--- config.mk ---
export PLATFORM = sky130hd
export DESIGN_NAME = majority_cellular_automaton_1d
export DESIGN_NICKNAME = d
export VERILOG_FILES = /design/src/rtl/core/mca_pkg.sv /design/src/rtl/core/majority_cellular_automaton_1d.sv /design/src/rtl/core/mca_store.sv
export SDC_FILE = /design/constraint.sdc
export NUM_CORES = 1
export LEC_CHECK = 0
export BUFFER_PORTS_ARGS = -buffer_cell sky130_fd_sc_hd__buf_2
export CORE_ASPECT_RATIO = 1.75
export CORE_MARGIN = 8
export CORE_UTILIZATION = 43
export CTS_BUF_LIST = sky130_fd_sc_hd__clkbuf_2 sky130_fd_sc_hd__clkbuf_4 sky130_fd_sc_hd__clkbuf_8
export CTS_CLUSTER_DIAMETER = 200
export DETAILED_ROUTE_END_ITERATION = 10
export PLACE_DENSITY_LB_ADDON = 0.2
export SLEW_MARGIN = 0
export SYNTH_ARGS = -nofsm -noshare
export SYNTH_HDL_FRONTEND = slang
export SYNTH_HIERARCHICAL = 1
export SYNTH_SLANG_ARGS = --single-unit
--- constraint.sdc ---
create_clock -name clk -period 3.3 [get_ports clk]
set_input_delay 0.165 -clock clk [delete_from_list [all_inputs] [get_ports clk]]
set_output_delay 0.165 -clock clk [all_outputs]
set_load 0.01 [all_outputs]
--- src/rtl/core/mca_pkg.sv ---
// shared types and constants of the majority cellular automaton
package mca_pkg;

	localparam int MAX_CELLS = 64;
	localparam int ADDR_W    = $clog2(MAX_CELLS);
	localparam int NW        = $clog2(MAX_CELLS + 1);
	localparam int CNT_W     = $clog2(MAX_CELLS + 6);

	typedef enum logic [1:0] {
		CMD_WRITE = 2'd0,
		CMD_STEP  = 2'd1,
		CMD_READ  = 2'd2
	} cmd_t;

	typedef enum logic [1:0] {
		CFG_BORDER_MODE  = 2'd0,
		CFG_BORDER_VALUE = 2'd1,
		CFG_LATTICE_SIZE = 2'd2
	} cfg_idx_t;

	typedef enum logic [1:0] {
		ST_IDLE,
		ST_READ,
		ST_SWEEP,
		ST_DRAIN
	} state_t;

	typedef enum logic [1:0] {
		SRC_MEM,
		SRC_BORDER,
		SRC_HEAD
	} src_t;

	typedef struct packed {
		logic [1:0] command;
		logic [5:0] cell_index;
		logic       cell_value;
	} cmd_req_t;

	typedef struct packed {
		logic read_value;
		logic index_error;
	} rsp_t;

	typedef struct packed {
		logic              we;
		logic [ADDR_W-1:0] waddr;
		logic              wdata;
		logic [ADDR_W-1:0] raddr;
	} mem_req_t;

endpackage

--- src/rtl/core/majority_cellular_automaton_1d.sv ---
// one-dimensional majority cellular automaton, top level
// Usage: requests arrive on cmd (cmd_valid / cmd_stall) and each one gives
// exactly one response on rsp (rsp_valid / rsp_stall). A write or an
// out-of-range access answers in the cycle after acceptance; another request
// may follow in the next cycle; a read answers from ST_READ, as the cell
// store has a registered read port. A generation step sweeps the store one
// cell per cycle through a seven-cell window, reading each position in turn
// (the last three twice when the border wraps) and writing the new state back
// three positions behind; it answers once the last write has drained.
// Only one request is worked on at a time; cmd_stall is high while a read or
// a sweep is under way. The response register lets a new request be taken
// while the previous response waits; when rsp_stall holds it, cmd_stall
// stays high until the response is taken. Configuration goes through
// cfg_valid / cfg_ready (always ready); the user must write it only while the
// block is idle, which the block does not check. Reset clears every cell, sets
// an open border of value 0, a lattice size of 64, and empties both channels.
module majority_cellular_automaton_1d
	import mca_pkg::*;
(
	input  logic     clk,
	input  logic     arst_n,
	input  logic     cmd_valid,
	output logic     cmd_stall,
	input  cmd_req_t cmd,
	output logic     rsp_valid,
	input  logic     rsp_stall,
	output rsp_t     rsp,
	input  logic     cfg_valid,
	output logic     cfg_ready,
	input  logic [1:0] cfg_index,
	input  logic [6:0] cfg_data
);

	state_t            state_q, state_d;
	logic              mode_q, bval_q;
	logic [6:0]        lat_q;
	logic [NW-1:0]     used_n;
	logic              accept, idx_err;
	logic              rvalid_q, rsp_load;
	rsp_t              rsp_q, rsp_d;
	logic              sweep_start, issue;
	logic              wr_cmd;
	logic [CNT_W-1:0]  k_q;
	logic [ADDR_W-1:0] ptr_q, ptr_start, ptr_last;
	logic              k_low, k_beyond, k_last;
	src_t              src_issue;
	logic              sv_s1;
	src_t              src_s1;
	logic [CNT_W-1:0]  k_s1;
	logic [ADDR_W-1:0] ptr_s1;
	logic              head_q [3];
	logic              head_v, v_s1, maj;
	logic [5:0]        win_q;
	logic [2:0]        ones;
	logic              wr_en_s2, wr_data_s2;
	logic [ADDR_W-1:0] wr_addr_s2;
	mem_req_t          mreq;
	logic              rd_bit;

	// configuration
	assign cfg_ready = 1'b1;

	always_ff @(posedge clk or negedge arst_n) begin
		if (!arst_n) begin
			mode_q <= 1'b0;
			bval_q <= 1'b0;
			lat_q  <= 7'd64;
		end else if (cfg_valid) begin
			case (cfg_idx_t'(cfg_index))
				CFG_BORDER_MODE:  mode_q <= cfg_data[0];
				CFG_BORDER_VALUE: bval_q <= cfg_data[0];
				CFG_LATTICE_SIZE: lat_q  <= cfg_data;
				default: ;
			endcase
		end
	end

	assign used_n = (32'(lat_q) > MAX_CELLS) ? NW'(MAX_CELLS) : NW'(lat_q);

	// request side
	assign cmd_stall = !((state_q == ST_IDLE) && (!rvalid_q || !rsp_stall));
	assign accept    = cmd_valid && !cmd_stall;
	assign idx_err   = NW'(cmd.cell_index) >= used_n;

	// sweep position: window step j = k - 3, read position j modulo n
	assign ptr_last  = ADDR_W'(used_n - NW'(1));
	assign ptr_start = (used_n >= NW'(3)) ? ADDR_W'(used_n - NW'(3)) :
	                   (used_n == NW'(2)) ? ADDR_W'(1) : '0;
	assign k_low     = k_q < CNT_W'(3);
	assign k_beyond  = k_q >= (CNT_W'(used_n) + CNT_W'(3));
	assign k_last    = k_q == (CNT_W'(used_n) + CNT_W'(5));

	always_comb begin
		if (k_beyond) begin
			src_issue = mode_q ? SRC_HEAD : SRC_BORDER;
		end else if (k_low) begin
			src_issue = mode_q ? SRC_MEM : SRC_BORDER;
		end else begin
			src_issue = SRC_MEM;
		end
	end

	// next state and outputs
	always_comb begin
		state_d     = state_q;
		rsp_load    = 1'b0;
		rsp_d       = '0;
		sweep_start = 1'b0;
		issue       = 1'b0;
		wr_cmd      = 1'b0;
		case (state_q)
			ST_IDLE: begin
				if (accept) begin
					case (cmd_t'(cmd.command))
						CMD_WRITE: begin
							rsp_load          = 1'b1;
							rsp_d.index_error = idx_err;
							rsp_d.read_value  = !idx_err && cmd.cell_value;
							wr_cmd            = !idx_err;
						end
						CMD_READ: begin
							if (idx_err) begin
								rsp_load          = 1'b1;
								rsp_d.index_error = 1'b1;
							end else begin
								state_d = ST_READ;
							end
						end
						CMD_STEP: begin
							if (used_n == '0) begin
								rsp_load = 1'b1;
							end else begin
								sweep_start = 1'b1;
								state_d     = ST_SWEEP;
							end
						end
						default: begin
							rsp_load = 1'b1;
						end
					endcase
				end
			end
			ST_READ: begin
				rsp_load         = 1'b1;
				rsp_d.read_value = rd_bit;
				state_d          = ST_IDLE;
			end
			ST_SWEEP: begin
				issue = 1'b1;
				if (k_last) begin
					state_d = ST_DRAIN;
				end
			end
			ST_DRAIN: begin
				if (!sv_s1 && !wr_en_s2) begin
					rsp_load = 1'b1;
					state_d  = ST_IDLE;
				end
			end
			default: begin
				state_d = ST_IDLE;
			end
		endcase
	end

	always_ff @(posedge clk or negedge arst_n) begin
		if (!arst_n) begin
			state_q  <= ST_IDLE;
			rvalid_q <= 1'b0;
		end else begin
			state_q <= state_d;
			if (rsp_load) begin
				rvalid_q <= 1'b1;
			end else if (rvalid_q && !rsp_stall) begin
				rvalid_q <= 1'b0;
			end
		end
	end

	always_ff @(posedge clk) begin
		if (rsp_load) begin
			rsp_q <= rsp_d;
		end
	end

	assign rsp_valid = rvalid_q;
	assign rsp       = rsp_q;

	// sweep issue counters
	always_ff @(posedge clk) begin
		if (sweep_start) begin
			k_q   <= '0;
			ptr_q <= ptr_start;
		end else if (issue) begin
			k_q   <= k_q + CNT_W'(1);
			ptr_q <= (ptr_q == ptr_last) ? '0 : ptr_q + ADDR_W'(1);
		end
	end

	// read data stage
	always_ff @(posedge clk or negedge arst_n) begin
		if (!arst_n) begin
			sv_s1 <= 1'b0;
		end else begin
			sv_s1 <= issue;
		end
	end

	always_ff @(posedge clk) begin
		src_s1 <= src_issue;
		k_s1   <= k_q;
		ptr_s1 <= ptr_q;
	end

	// wrapped reads past the end see the first three cells as they were
	always_comb begin
		case (ptr_s1[1:0])
			2'd0:    head_v = head_q[0];
			2'd1:    head_v = head_q[1];
			default: head_v = head_q[2];
		endcase
	end

	always_comb begin
		case (src_s1)
			SRC_MEM:    v_s1 = rd_bit;
			SRC_BORDER: v_s1 = bval_q;
			SRC_HEAD:   v_s1 = head_v;
			default:    v_s1 = 1'b0;
		endcase
	end

	// window: win_q[0] is p+2 ... win_q[5] is p-3, v_s1 is p+3
	assign ones = 3'(win_q[0]) + 3'(win_q[2]) + 3'(win_q[4]) + 3'(win_q[5]) + 3'(v_s1);
	assign maj  = ones >= 3'd3;

	always_ff @(posedge clk) begin
		if (sv_s1) begin
			win_q <= {win_q[4:0], v_s1};
			if (src_s1 == SRC_MEM && k_s1 >= CNT_W'(3) && k_s1 < CNT_W'(6)) begin
				head_q[2'(k_s1 - CNT_W'(3))] <= v_s1;
			end
		end
		wr_addr_s2 <= ADDR_W'(k_s1 - CNT_W'(6));
		wr_data_s2 <= maj;
	end

	always_ff @(posedge clk or negedge arst_n) begin
		if (!arst_n) begin
			wr_en_s2 <= 1'b0;
		end else begin
			wr_en_s2 <= sv_s1 && (k_s1 >= CNT_W'(6));
		end
	end

	// store port
	always_comb begin
		mreq.we    = wr_en_s2 || wr_cmd;
		mreq.waddr = wr_en_s2 ? wr_addr_s2 : ADDR_W'(cmd.cell_index);
		mreq.wdata = wr_en_s2 ? wr_data_s2 : cmd.cell_value;
		mreq.raddr = (state_q == ST_SWEEP) ? ptr_q : ADDR_W'(cmd.cell_index);
	end

	mca_store u_store (
		.clk    (clk),
		.arst_n (arst_n),
		.req    (mreq),
		.rd_bit (rd_bit)
	);

endmodule

--- src/rtl/core/mca_store.sv ---
// cell store: one-bit memory with per-entry valid bits cleared at reset
module mca_store
	import mca_pkg::*;
(
	input  logic     clk,
	input  logic     arst_n,
	input  mem_req_t req,
	output logic     rd_bit
);

	logic                 mem [MAX_CELLS];
	logic                 rdata_q;
	logic [MAX_CELLS-1:0] vld_q;
	logic                 vld_rd_q;

	always_ff @(posedge clk) begin
		if (req.we) begin
			mem[req.waddr] <= req.wdata;
		end
		rdata_q <= mem[req.raddr];
	end

	always_ff @(posedge clk or negedge arst_n) begin
		if (!arst_n) begin
			vld_q    <= '0;
			vld_rd_q <= 1'b0;
		end else begin
			vld_rd_q <= vld_q[req.raddr];
			if (req.we) begin
				vld_q[req.waddr] <= 1'b1;
			end
		end
	end

	// an entry never written reads as dead
	assign rd_bit = rdata_q & vld_rd_q;

endmodule
Word-level counts from Yosys, hierarchy flattened
Memory sizes are Yosys's and may differ from the RTL's. A register that Yosys moved wholly into a read port is not among the register bits.
Cells that the tools add are included.
{ "totals": {"regBits": 118, "latchBits": 0, "mem_bits_rw": 67, "romBits": 0, "input_bits": 23, "out_inout_bits": 5, "word_cells": 147, "mem_count": 2} }
{ "memory_table": {"columns": ["name", "depth", "word_bits", "rd", "rd_clocked_by_memory_dff", "wr", "line", "text"], "rows": [
  ["u_store.mem", 64, 1, 1, 1, 1, "mca_store.sv:11", "logic mem [MAX_CELLS];"],
  ["head_q", 3, 1, 3, 0, 1, "majority_cellular_automaton_1d.sv:51", "logic head_q [3];"]
]} }
{ "op_classes": {"n_addsub": 12, "n_mul": 0, "div": 0, "magnitude_cmp": 12, "eq_ne": 19, "shift": 0, "n_mux": 51, "bitwise_logic": 2, "n_reduce_logical": 30} }
{ "ops": {"columns": ["operator", "n"], "rows": [
  ["$or A64 B64 Y64", 1],
  ["$mux W6", 6],
  ["$mux W1", 26],
  ["$mux W2", 8],
  ["$ge A7 B2 Y1 const B", 2],
  ["$lt A6 B7 Y1 const B", 2],
  ["$eq A2 B1 Y1 const B", 5],
  ["$eq A2 B2 Y1 const B", 5],
  ["$logic_not A2 Y1", 5],
  ["$logic_and A1 B1 Y1", 9],
  ["$pmux W1 S2", 4],
  ["$pmux W2 S4", 1],
  ["$reduce_and A2 Y1", 4],
  ["$add A7 B1 Y7 const B", 1],
  ["$add A7 B2 Y7 const B", 1],
  ["$add A7 B3 Y7 const B", 1],
  ["$eq A7 B2 Y1 const B", 1],
  ["$eq A7 B7 Y1", 1],
  ["$ge A6 B7 Y1", 1],
  ["$ge A7 B3 Y1 const B", 1],
  ["$ge A7 B7 Y1", 1],
  ["$gt A7 B7 Y1 const B", 1],
  ["$logic_not A7 Y1", 1],
  ["$lt A7 B2 Y1 const B", 1],
  ["other kinds (25)", 37]
]} }

Longest topological paths before layout
Gate-level depths: netlist of the first run.
{ "logic_depth": {"depth_word": 10, "mapped_depth": 13, "mapped_depth_nobuf": 13} }

Hierarchy
Netlist of the first run, hierarchy kept.
{ "modules_own_cells": {"columns": ["mod", "instances", "cells_each", "area_per_inst_um2", "seq_area_each_um2"], "rows": [
  ["mca_store", 1, 375, 5517.8, 3568.4],
  ["majority_cellular_automaton_1d", 1, 341, 3384.5, 1362.6]
]} }

Least setup slack after synthesis of the first run
Ideal clock, no wire load.
{ "synth_path": {"path_kind": "register to register", "startpoint": "reg lat_q[6]", "endpoint": "reg u_store.vld_q[6]", "setup_time_ns": 0.127, "arrival_time_ns": 2.813, "required_ns": 3.173, "setup_slack_ns": 0.360, "path_stages_with_launch": 14, "path_buffers": 0, "synth_period_minus_slack_ns": 2.940, "cell_sequence": "dfstp_2 -> inv_1 -> nand2_1 -> inv_2 -> ha_1 -> nand2b_1 -> a31oi_1 -> a2111oi_0 -> nor2_1 -> a31o_1 -> nor2b_1 -> nand3_1 -> nor2_1 -> or2_2"} }
{ "synth_rtl": {"columns": ["item", "line", "text"], "rows": [
  ["from (decl)", "majority_cellular_automaton_1d.sv:36", "logic [6:0] lat_q;"],
  ["from (signal assigned)", "majority_cellular_automaton_1d.sv:72", "CFG_LATTICE_SIZE: lat_q <= cfg_data;"],
  ["to (signal assigned)", "mca_store.sv:25", "vld_q <= '0;"],
  ["to (signal, indexed assignment)", "mca_store.sv:30", "vld_q[req.waddr] <= 1'b1;"],
  ["to (decl)", "mca_store.sv:13", "logic [MAX_CELLS-1:0] vld_q;"]
]} }

==> metrics.csv, run 1 <==
metric,value,unit
ys async rst share,0.425,
initial DRC count,382,
Leak,4.07,nW
"slowest stage cell, crit path",dfstp_2,
Overall Power,0.00993,W
RSZ-0062 raised after global routing,false,
placed cell area,9360,um^2
Avg Synthesized Cell Area,12.4,um^2
Crit Path Class,reg2reg,
"Net Count, Synth",766,
DIE HEIGHT,206,um
Detail Route Antenna Nets,0,
Worst Hold Class,in2reg,
share of layout cells above drive strength 1,0.273,
Crit Path Max Fanout,8,
CP Cell Sequence,"inv_1, nand2_1, inv_2, ha_1, nand2b_1, a31oi_1, a2111oi_1, buf_4, nor2_2, a31o_1, nor2b_4, nand2_1, buf_4, nor2_1",
Clock Tree Root,clkbuf_8,
Setup WS post-layout,0.161,ns
full die area,25700,um^2
Filler cells,1815,
WP data required,3.48,ns
ys flop type,edfxtp_1,
first-pass GRT wire length,35.1,mm
via count,5762,
Yosys cell types,72,
area delta synth->final,11.5,%
Worst slew margin,0.248,
Core ar.,20300,um^2
IO Pins,28,
max-slew violation count,0,
FF-to-FF path depth,14,
final hold vios,0,
nets,817,
chip width,125,um
TritonCTS clock tree,built,
Hold Slack,0.0684,ns
Tcrit/Tclk final,0.951,
pin count of the biggest net entering global routing,65,
hold path depth,3,
Overflow after GRT,0,
Util after Layout,0.489,
fmax,319,MHz
total CTS buffers,17,
vias in the first global route,6375,
clock-pin slew on the worst setup and hold paths,0.10,ns
row cnt,69,
number of synthesized flops with an enable pin,81,
Max stage delay on crit path,0.54,ns
total routed wirelength,22.0,mm
"Setup violations, final",0,
number of diodes,0,
design area,9920,um^2
Routed wire per std cell,21.4,um
port bufs,26,
startpoint class of the critical path,register,
Post-Syn Area,8900,um^2
initial antenna violation count,0,
GP Congestion,0.891,
Slew @ Worst Pin,1.13,ns
Tmin final,3.14,ns
Max clock buf depth,2,
Yosys reg bits,186,
CP Capture Type,register,
all-layer global routing usage,0.178,
Starting Density,0.439,
power density cells,1000,nW/um^2
DP Wirelength,16.3,mm
DP Worst Slack,-0.154,ns
Final Skew,0.0228,ns
Clock Latency Late Sink,0.48,ns
DR DRC count,0,
cell count after synthesis,716,
register area share after synthesis,0.554,
vias per std cell,5.61,
Syn. warnings,6,
status,finished clean,
critical path data arrival time,3.32,ns
First-pass DRT Iterations,4,
Max Cap Viol,0,
Clock Sink Count,186,
maximum VDD drop,654,uV
H-tree depth,4,
cell usage after synthesis, drive strengths merged (20+ instances only):
| master | n | area, um^2 |
|---|---|---|
| nor2 | 94 | 353 |
| ha | 25 | 313 |
| o21ai | 24 | 120 |
| nand2 | 38 | 150 |
| edfxtp | 81 | 2430 |
| or2 | 66 | 413 |
| xnor2 | 20 | 175 |
| dfrtp | 78 | 1950 |
| mux2 | 21 | 240 |
| mux4 | 30 | 709 |
| dfxtp | 26 | 521 |
routing by layer:
| metal | vias up | wire length, um | global-route usage |
|---|---|---|---|
| li1 | 2671 | - | - |
| met1 | 2900 | 7770 | 0.172 |
| met2 | 134 | 12400 | 0.338 |
| met3 | 57 | 744 | 0.0370 |
| met4 | 0 | 1070 | 0.110 |
| met5 | - | 0 | 0 |
worst paths after layout:
kind	to	slack, ns	startpoint
setup / recovery	u_store/mem[18]	0.16	lat_q[6]
hold / removal	bval_q	0.07	cfg_index[1]
setup reg to reg	u_store/mem[18]	0.16	lat_q[6]
hold reg to reg	wr_addr_s2[0]	0.43	k_s1[0]
max in group asynchronous	u_store/vld_q[39]	2.29	arst_n
min in group asynchronous	state_q[1]	0.26	arst_n
cells in the final DEF, fill, tap and decap left out, types with 4 or more instances in the layout:
master,synthesis,final
a21oi_1,10,10
and3_1,5,5
nand2b_1,7,7
nand3_1,14,13
or2_2,65,65
o21ai_1,8,8
dfrtp_1,78,78
nor2b_1,11,10
edfxtp_1,81,81
nand4_1,7,7
mux4_1,9,9
mux2_2,20,20
buf_4,5,28
o22ai_1,5,5
ha_1,25,25
dfxtp_1,26,26
a31oi_1,4,4
dlygate4sd3_1,0,9
a22oi_1,6,6
xnor2_1,20,20
nand2_1,37,35
nor3_1,6,6
buf_2,6,25
mux4_2,21,21
o21ai_0,16,15
bufinv_16,0,4
mux2i_1,7,7
xor2_1,14,14
nor2_1,94,93
a21o_1,4,4
nand3b_1,7,7
clkbuf_8,0,18
inv_1,18,18
through the flow:
stage	cells	setup TNS (ns)
after global placement	987	-0.903
after detailed placement	987	-2.93
after CTS	1028	0
after global routing	1028	0
final	1028	0
after floorplan	716	0
power breakdown:
part	internal, W	total (W)	switching (W)	leakage [nW]
Clock	0.000859	0.00167	0.000808	0.221
Combinational	0.00202	0.00444	0.00241	1.89
Sequential	0.00331	0.00382	0.000510	1.96
Total	0.00619	0.00993	0.00373	4.07
state kept, by name (all words and copies together), names as in the netlist:
register and cells:
wr_en_s2 1, u_store/rdata_q 1, state_q 2, ptr_s1 2, u_store/mem 64, src_s1 2
rsp 2, wr_addr_s2 6, sv_s1 1, bval_q 1, k_s1 7, head_q 3
rsp_valid 1, u_store/vld_q 64, wr_data_s2 1, k_q 7, u_store/vld_rd_q 1, lat_q 7
ptr_q 6, mode_q 1, win_q 6
cell families after synthesis:
| family | count (synthesis) | share of synthesized area |
|---|---|---|
| buf+inv | 51 | 0.0326 |
| other cells | 1 | 0.000421 |
| mux | 58 | 0.115 |
| flops | 186 | 0.554 |
| simple gates | 278 | 0.161 |
| xor+xnor | 34 | 0.0335 |
| fa+ha+maj | 27 | 0.0396 |
| compound gates | 81 | 0.0647 |
timing repair:
item / 4_1_cts / 5_1_grt
endpoints found under the hold margin: 55 / 0
hold buffers: 9 / 0
setup buffers: 0 / 0
setup endpoints to repair: 48 / 64
gates resized for setup: 4 / 5
cell type report:
class                           instances  area (um^2)  area share
Tap cell                              248          310      0.0313
Inverter                               20         75.1     0.00757
Clock buffer                           20          263      0.0265
Clock inverter                         12          173      0.0174
Multi-Input combinational cell        479         3730       0.375
Timing Repair Buffer                   63          445      0.0449
Sequential cell                       186         4930       0.497
worst max-delay path: cells and delay by family (launching register included):
kind                       cells  cell delay (ns)
and+or+nand+nor                6             1.01
DFF                            1             0.54
AOI/OAI and AO/OA              3             0.53
adders and majority gates      1             0.26
buffers and inverters          4             0.50
Power figures use the tool's default switching activity.
==> run 2, diff against run 1 <==
--- a/config.mk
+++ b/config.mk
@@ -16,5 +16,5 @@
 export SLEW_MARGIN = 0
 export SYNTH_ARGS = -nofsm -noshare
 export SYNTH_HDL_FRONTEND = slang
-export SYNTH_HIERARCHICAL = 1
 export SYNTH_SLANG_ARGS = --single-unit
+export TNS_END_PERCENT = 20
==> run 2 against run 1 <==
Via count increased by 14%. Clock power hardly changed. Cell area rose by 2.2%. Combinational power shrank 5.2%. Flip-flop and latch count unchanged. Sequential share of layout area is 1.1 points lower. Final cell count increased by 13%. Clock skew fell by 0.0093 ns. Sequential power increased by 2%. Register-to-register slack better by 0.12 ns. Power is 1.8% lower. Count of clock-buffer cells in the layout unchanged.
==> metrics.csv, run 2 <==
metric,value,unit,change
status,finished clean,,unchanged
number of synthesized flops with an enable pin,81,,unchanged
Post-Syn Area,9130,um^2,was 8900 um^2
TritonCTS clock tree,built,,unchanged
fmax,331,MHz,was 319 MHz
Tmin final,3.02,ns,was 3.14 ns
RSZ-0062 raised after global routing,false,,unchanged
Clock Tree Root,clkbuf_8,,unchanged
"Setup violations, final",0,,unchanged
Leak,4.02,nW,was 4.07 nW
hold buffer count at cts,9,,unchanged
Yosys cell types,75,,was 72
row cnt,70,,was 69
hold path depth,3,,unchanged
via count,6550,,was 5762
setup tns final,0,ns,unchanged
clock-pin slew on the worst setup and hold paths,0.09,ns,was 0.10 ns
pin count of the biggest net entering global routing,80,,was 65
initial DRC count,465,,was 382
register area share after synthesis,0.540,,was 0.554
post-synthesis xor/xnor area fraction,0.0316,,was 0.0335
Worst Hold Class,in2reg,,unchanged
area delta synth->final,11.0,%,was 11.5%
post-synthesis adder-cell area fraction,0.0400,,was 0.0396
Yosys reg bits,186,,unchanged
nets,944,,was 817
Detail Route Antenna Nets,0,,unchanged
startpoint class of the critical path,register,,unchanged
full die area,26300,um^2,was 25700 um^2
DP Wirelength,17.3,mm,was 16.3 mm
synth top area cells,"edfxtp_1, dfrtp_1, dfxtp_1",,unchanged
combinational family with the most area after synthesis,compound AO/OA/AOI/OAI gates,,was simple AND/OR/NAND/NOR gates
CP Capture Type,register,,unchanged
chip width,126,um,was 125 um
vias per std cell,5.66,,was 5.61
"commonest cells after routing, fill and taps aside","nor2_1, nand2_1, edfxtp_1",,"was nor2_1, edfxtp_1, dfrtp_1"
First-pass DRT Iterations,5,,was 4
WP data required,3.68,ns,was 3.48 ns
DR DRC count,0,,unchanged
cts repair resizes,0,,was 4
Crit Path Class,reg2reg,,unchanged
Slew @ Worst Pin,1.07,ns,was 1.13 ns
most frequent cell after synthesis,nor2_1,,unchanged
"Net Count, Synth",906,,was 766
ys async rst share,0.425,,unchanged
Tcrit/Tclk final,0.915,,was 0.951
vias in the first global route,6778,,was 6375
Post-synth top cells,"nor2_1, nand2_1, edfxtp_1, dfrtp_1, o21bai_1",,"was nor2_1, edfxtp_1, dfrtp_1, or2_2, nand2_1"
Psw,0.00393,W,was 0.00373 W
post-synthesis simple-gate area fraction,0.141,,was 0.161
placed cell area,9620,um^2,was 9360 um^2
number of diodes,0,,unchanged
Starting Density,0.438,,was 0.439
Setup Buffers After CTS,0,,unchanged
first-pass GRT wire length,38.0,mm,was 35.1 mm
design area,10100,um^2,was 9920 um^2
Filler cells,1954,,was 1815
top flop regs,"u_store.mem x64, u_store.vld_q x64",,"was u_store/mem x64, u_store/vld_q x64"
clock power share,0.170,,was 0.168
Switching Fraction,0.404,,was 0.376
Syn. warnings,0,,was 6
"commonest non-fill, non-tap cell in the layout",nor2_1,,unchanged
initial antenna violation count,0,,unchanged
Synth area leader,edfxtp_1,,unchanged
Combinational Power Share,0.432,,was 0.447
total CTS buffers,17,,unchanged
H-tree depth,4,,unchanged
port bufs,26,,unchanged
Clock Sink Count,186,,unchanged
top-area cell type share of the netlist area,0.266,,was 0.273
Max Cap Viol,0,,unchanged
Reg power frac,0.398,,was 0.385
share of layout cells above drive strength 1,0.126,,was 0.273
total routed wirelength,24.0,mm,was 22.0 mm
DIE HEIGHT,209,um,was 206 um
IO Pins,28,,unchanged
Clock Latency Late Sink,0.48,ns,about the same
Max clock buf depth,2,,unchanged
Routed wire per std cell,20.7,um,was 21.4 um
FF-to-FF path depth,8,,was 14
power density cells,961,nW/um^2,was 1000 nW/um^2
final hold vios,0,,unchanged
internal power,0.00581,W,was 0.00619 W
maximum VDD drop,409,uV,was 654 uV
ys flop type,edfxtp_1,,unchanged
Avg Synthesized Cell Area,10.7,um^2,was 12.4 um^2
Final Skew,0.0134,ns,was 0.0228 ns
critical path data arrival time,3.40,ns,was 3.32 ns
Overflow after GRT,0,,unchanged
cell count after synthesis,855,,was 716
post-synthesis mux area share,0.0632,,was 0.115
footprint of the multi-input gates,3880,um^2,was 3730 um^2
sequential cell area,4930,um^2,unchanged
Worst slew margin,0.288,,was 0.248
GP Congestion,0.864,,was 0.891
Synth Area in Compound Gates,0.149,,was 0.0647
all-layer global routing usage,0.190,,was 0.178
max-slew violation count,0,,unchanged
Core ar.,20800,um^2,was 20300 um^2
Crit Path Max Fanout,19,,was 8
-- run 2: cell count changes after synthesis, sizes merged, moves of 12 or more --
cell	change
clkbuf	+23
o22ai	+12
nand2	+56
mux4	-29
mux2i	+31
a21oi	+28
o21bai	+65
or2	-62
-- run 2: cell type report --
| cell class | count | share of cell area |
|---|---|---|
| flip-flops and latches | 186 | 0.486 |
| multi-input cells | 594 | 0.383 |
| repair buffers | 67 | 0.0469 |
| well taps | 252 | 0.0311 |
| clock buffers | 20 | 0.0253 |
| clock inverters | 12 | 0.0169 |
| inverters | 27 | 0.0105 |
-- run 2: metrics by stage --
stage | utilization | hold slack [ns] | cells | setup WS (ns) | power (W)
floorplan | - | -0.131 | 855 | 0.0967 | 0.00671
global placement | 0.462 | 0.384 | 1117 | 0.348 | 0.00809
detailed placement | 0.462 | 0.400 | 1117 | 0.302 | 0.00813
CTS | 0.486 | 0.0377 | 1158 | 0.282 | 0.00981
global route | 0.486 | 0.0790 | 1158 | 0.0725 | 0.0104
finish | 0.486 | 0.0586 | 1158 | 0.280 | 0.00974
-- run 2: power by group through the flow --
stage	registers (W)	clock network (W)	logic (W)
final	0.00388	0.00165	0.00421
after global routing	0.00397	0.00176	0.00464
after CTS	0.00388	0.00169	0.00424
after detailed placement	0.00392	0	0.00421
after global placement	0.00391	0	0.00418
after floorplan	0.00368	0	0.00303
-- run 2: cell families (layout without fill, tap and decap cells) --
logic type      count (synthesis)  after routing
fa+ha+maj                      28             28
mux                            53             53
xor+xnor                       33             33
flops                         186            186
other cells                     1              1
compound gates                199            199
simple gates                  280            280
buf+inv                        75            126
-- run 2: path summary, 6_finish.rpt --
path	slack [ns]	start	end
setup / recovery	0.28	state_q[0]	u_store.vld_rd_q
hold / removal	0.06	cfg_index[0]	bval_q
setup reg to reg	0.28	state_q[0]	u_store.vld_rd_q
hold reg to reg	0.41	k_s1[0]	wr_addr_s2[0]
max in group asynchronous	2.20	arst_n	u_store.vld_q[40]
min in group asynchronous	0.37	arst_n	lat_q[5]
-- run 2: metal layers --
metal,vias up,global-route usage,part of all wire
li1,3114,-,-
met1,3214,0.187,0.37
met2,162,0.362,0.56
met3,60,0.0311,0.031
met4,0,0.111,0.047
met5,-,0,0
-- run 2: critical path, stage by stage (launching register included) --
cell and delay (ns):
dfrtp_1 0.38, nand2b_4 0.24, inv_6 0.19, mux2i_4 0.49
nand2b_1 0.31, a21oi_1 0.06, or4_1 0.47, or4_1 0.52
a31o_1 0.24
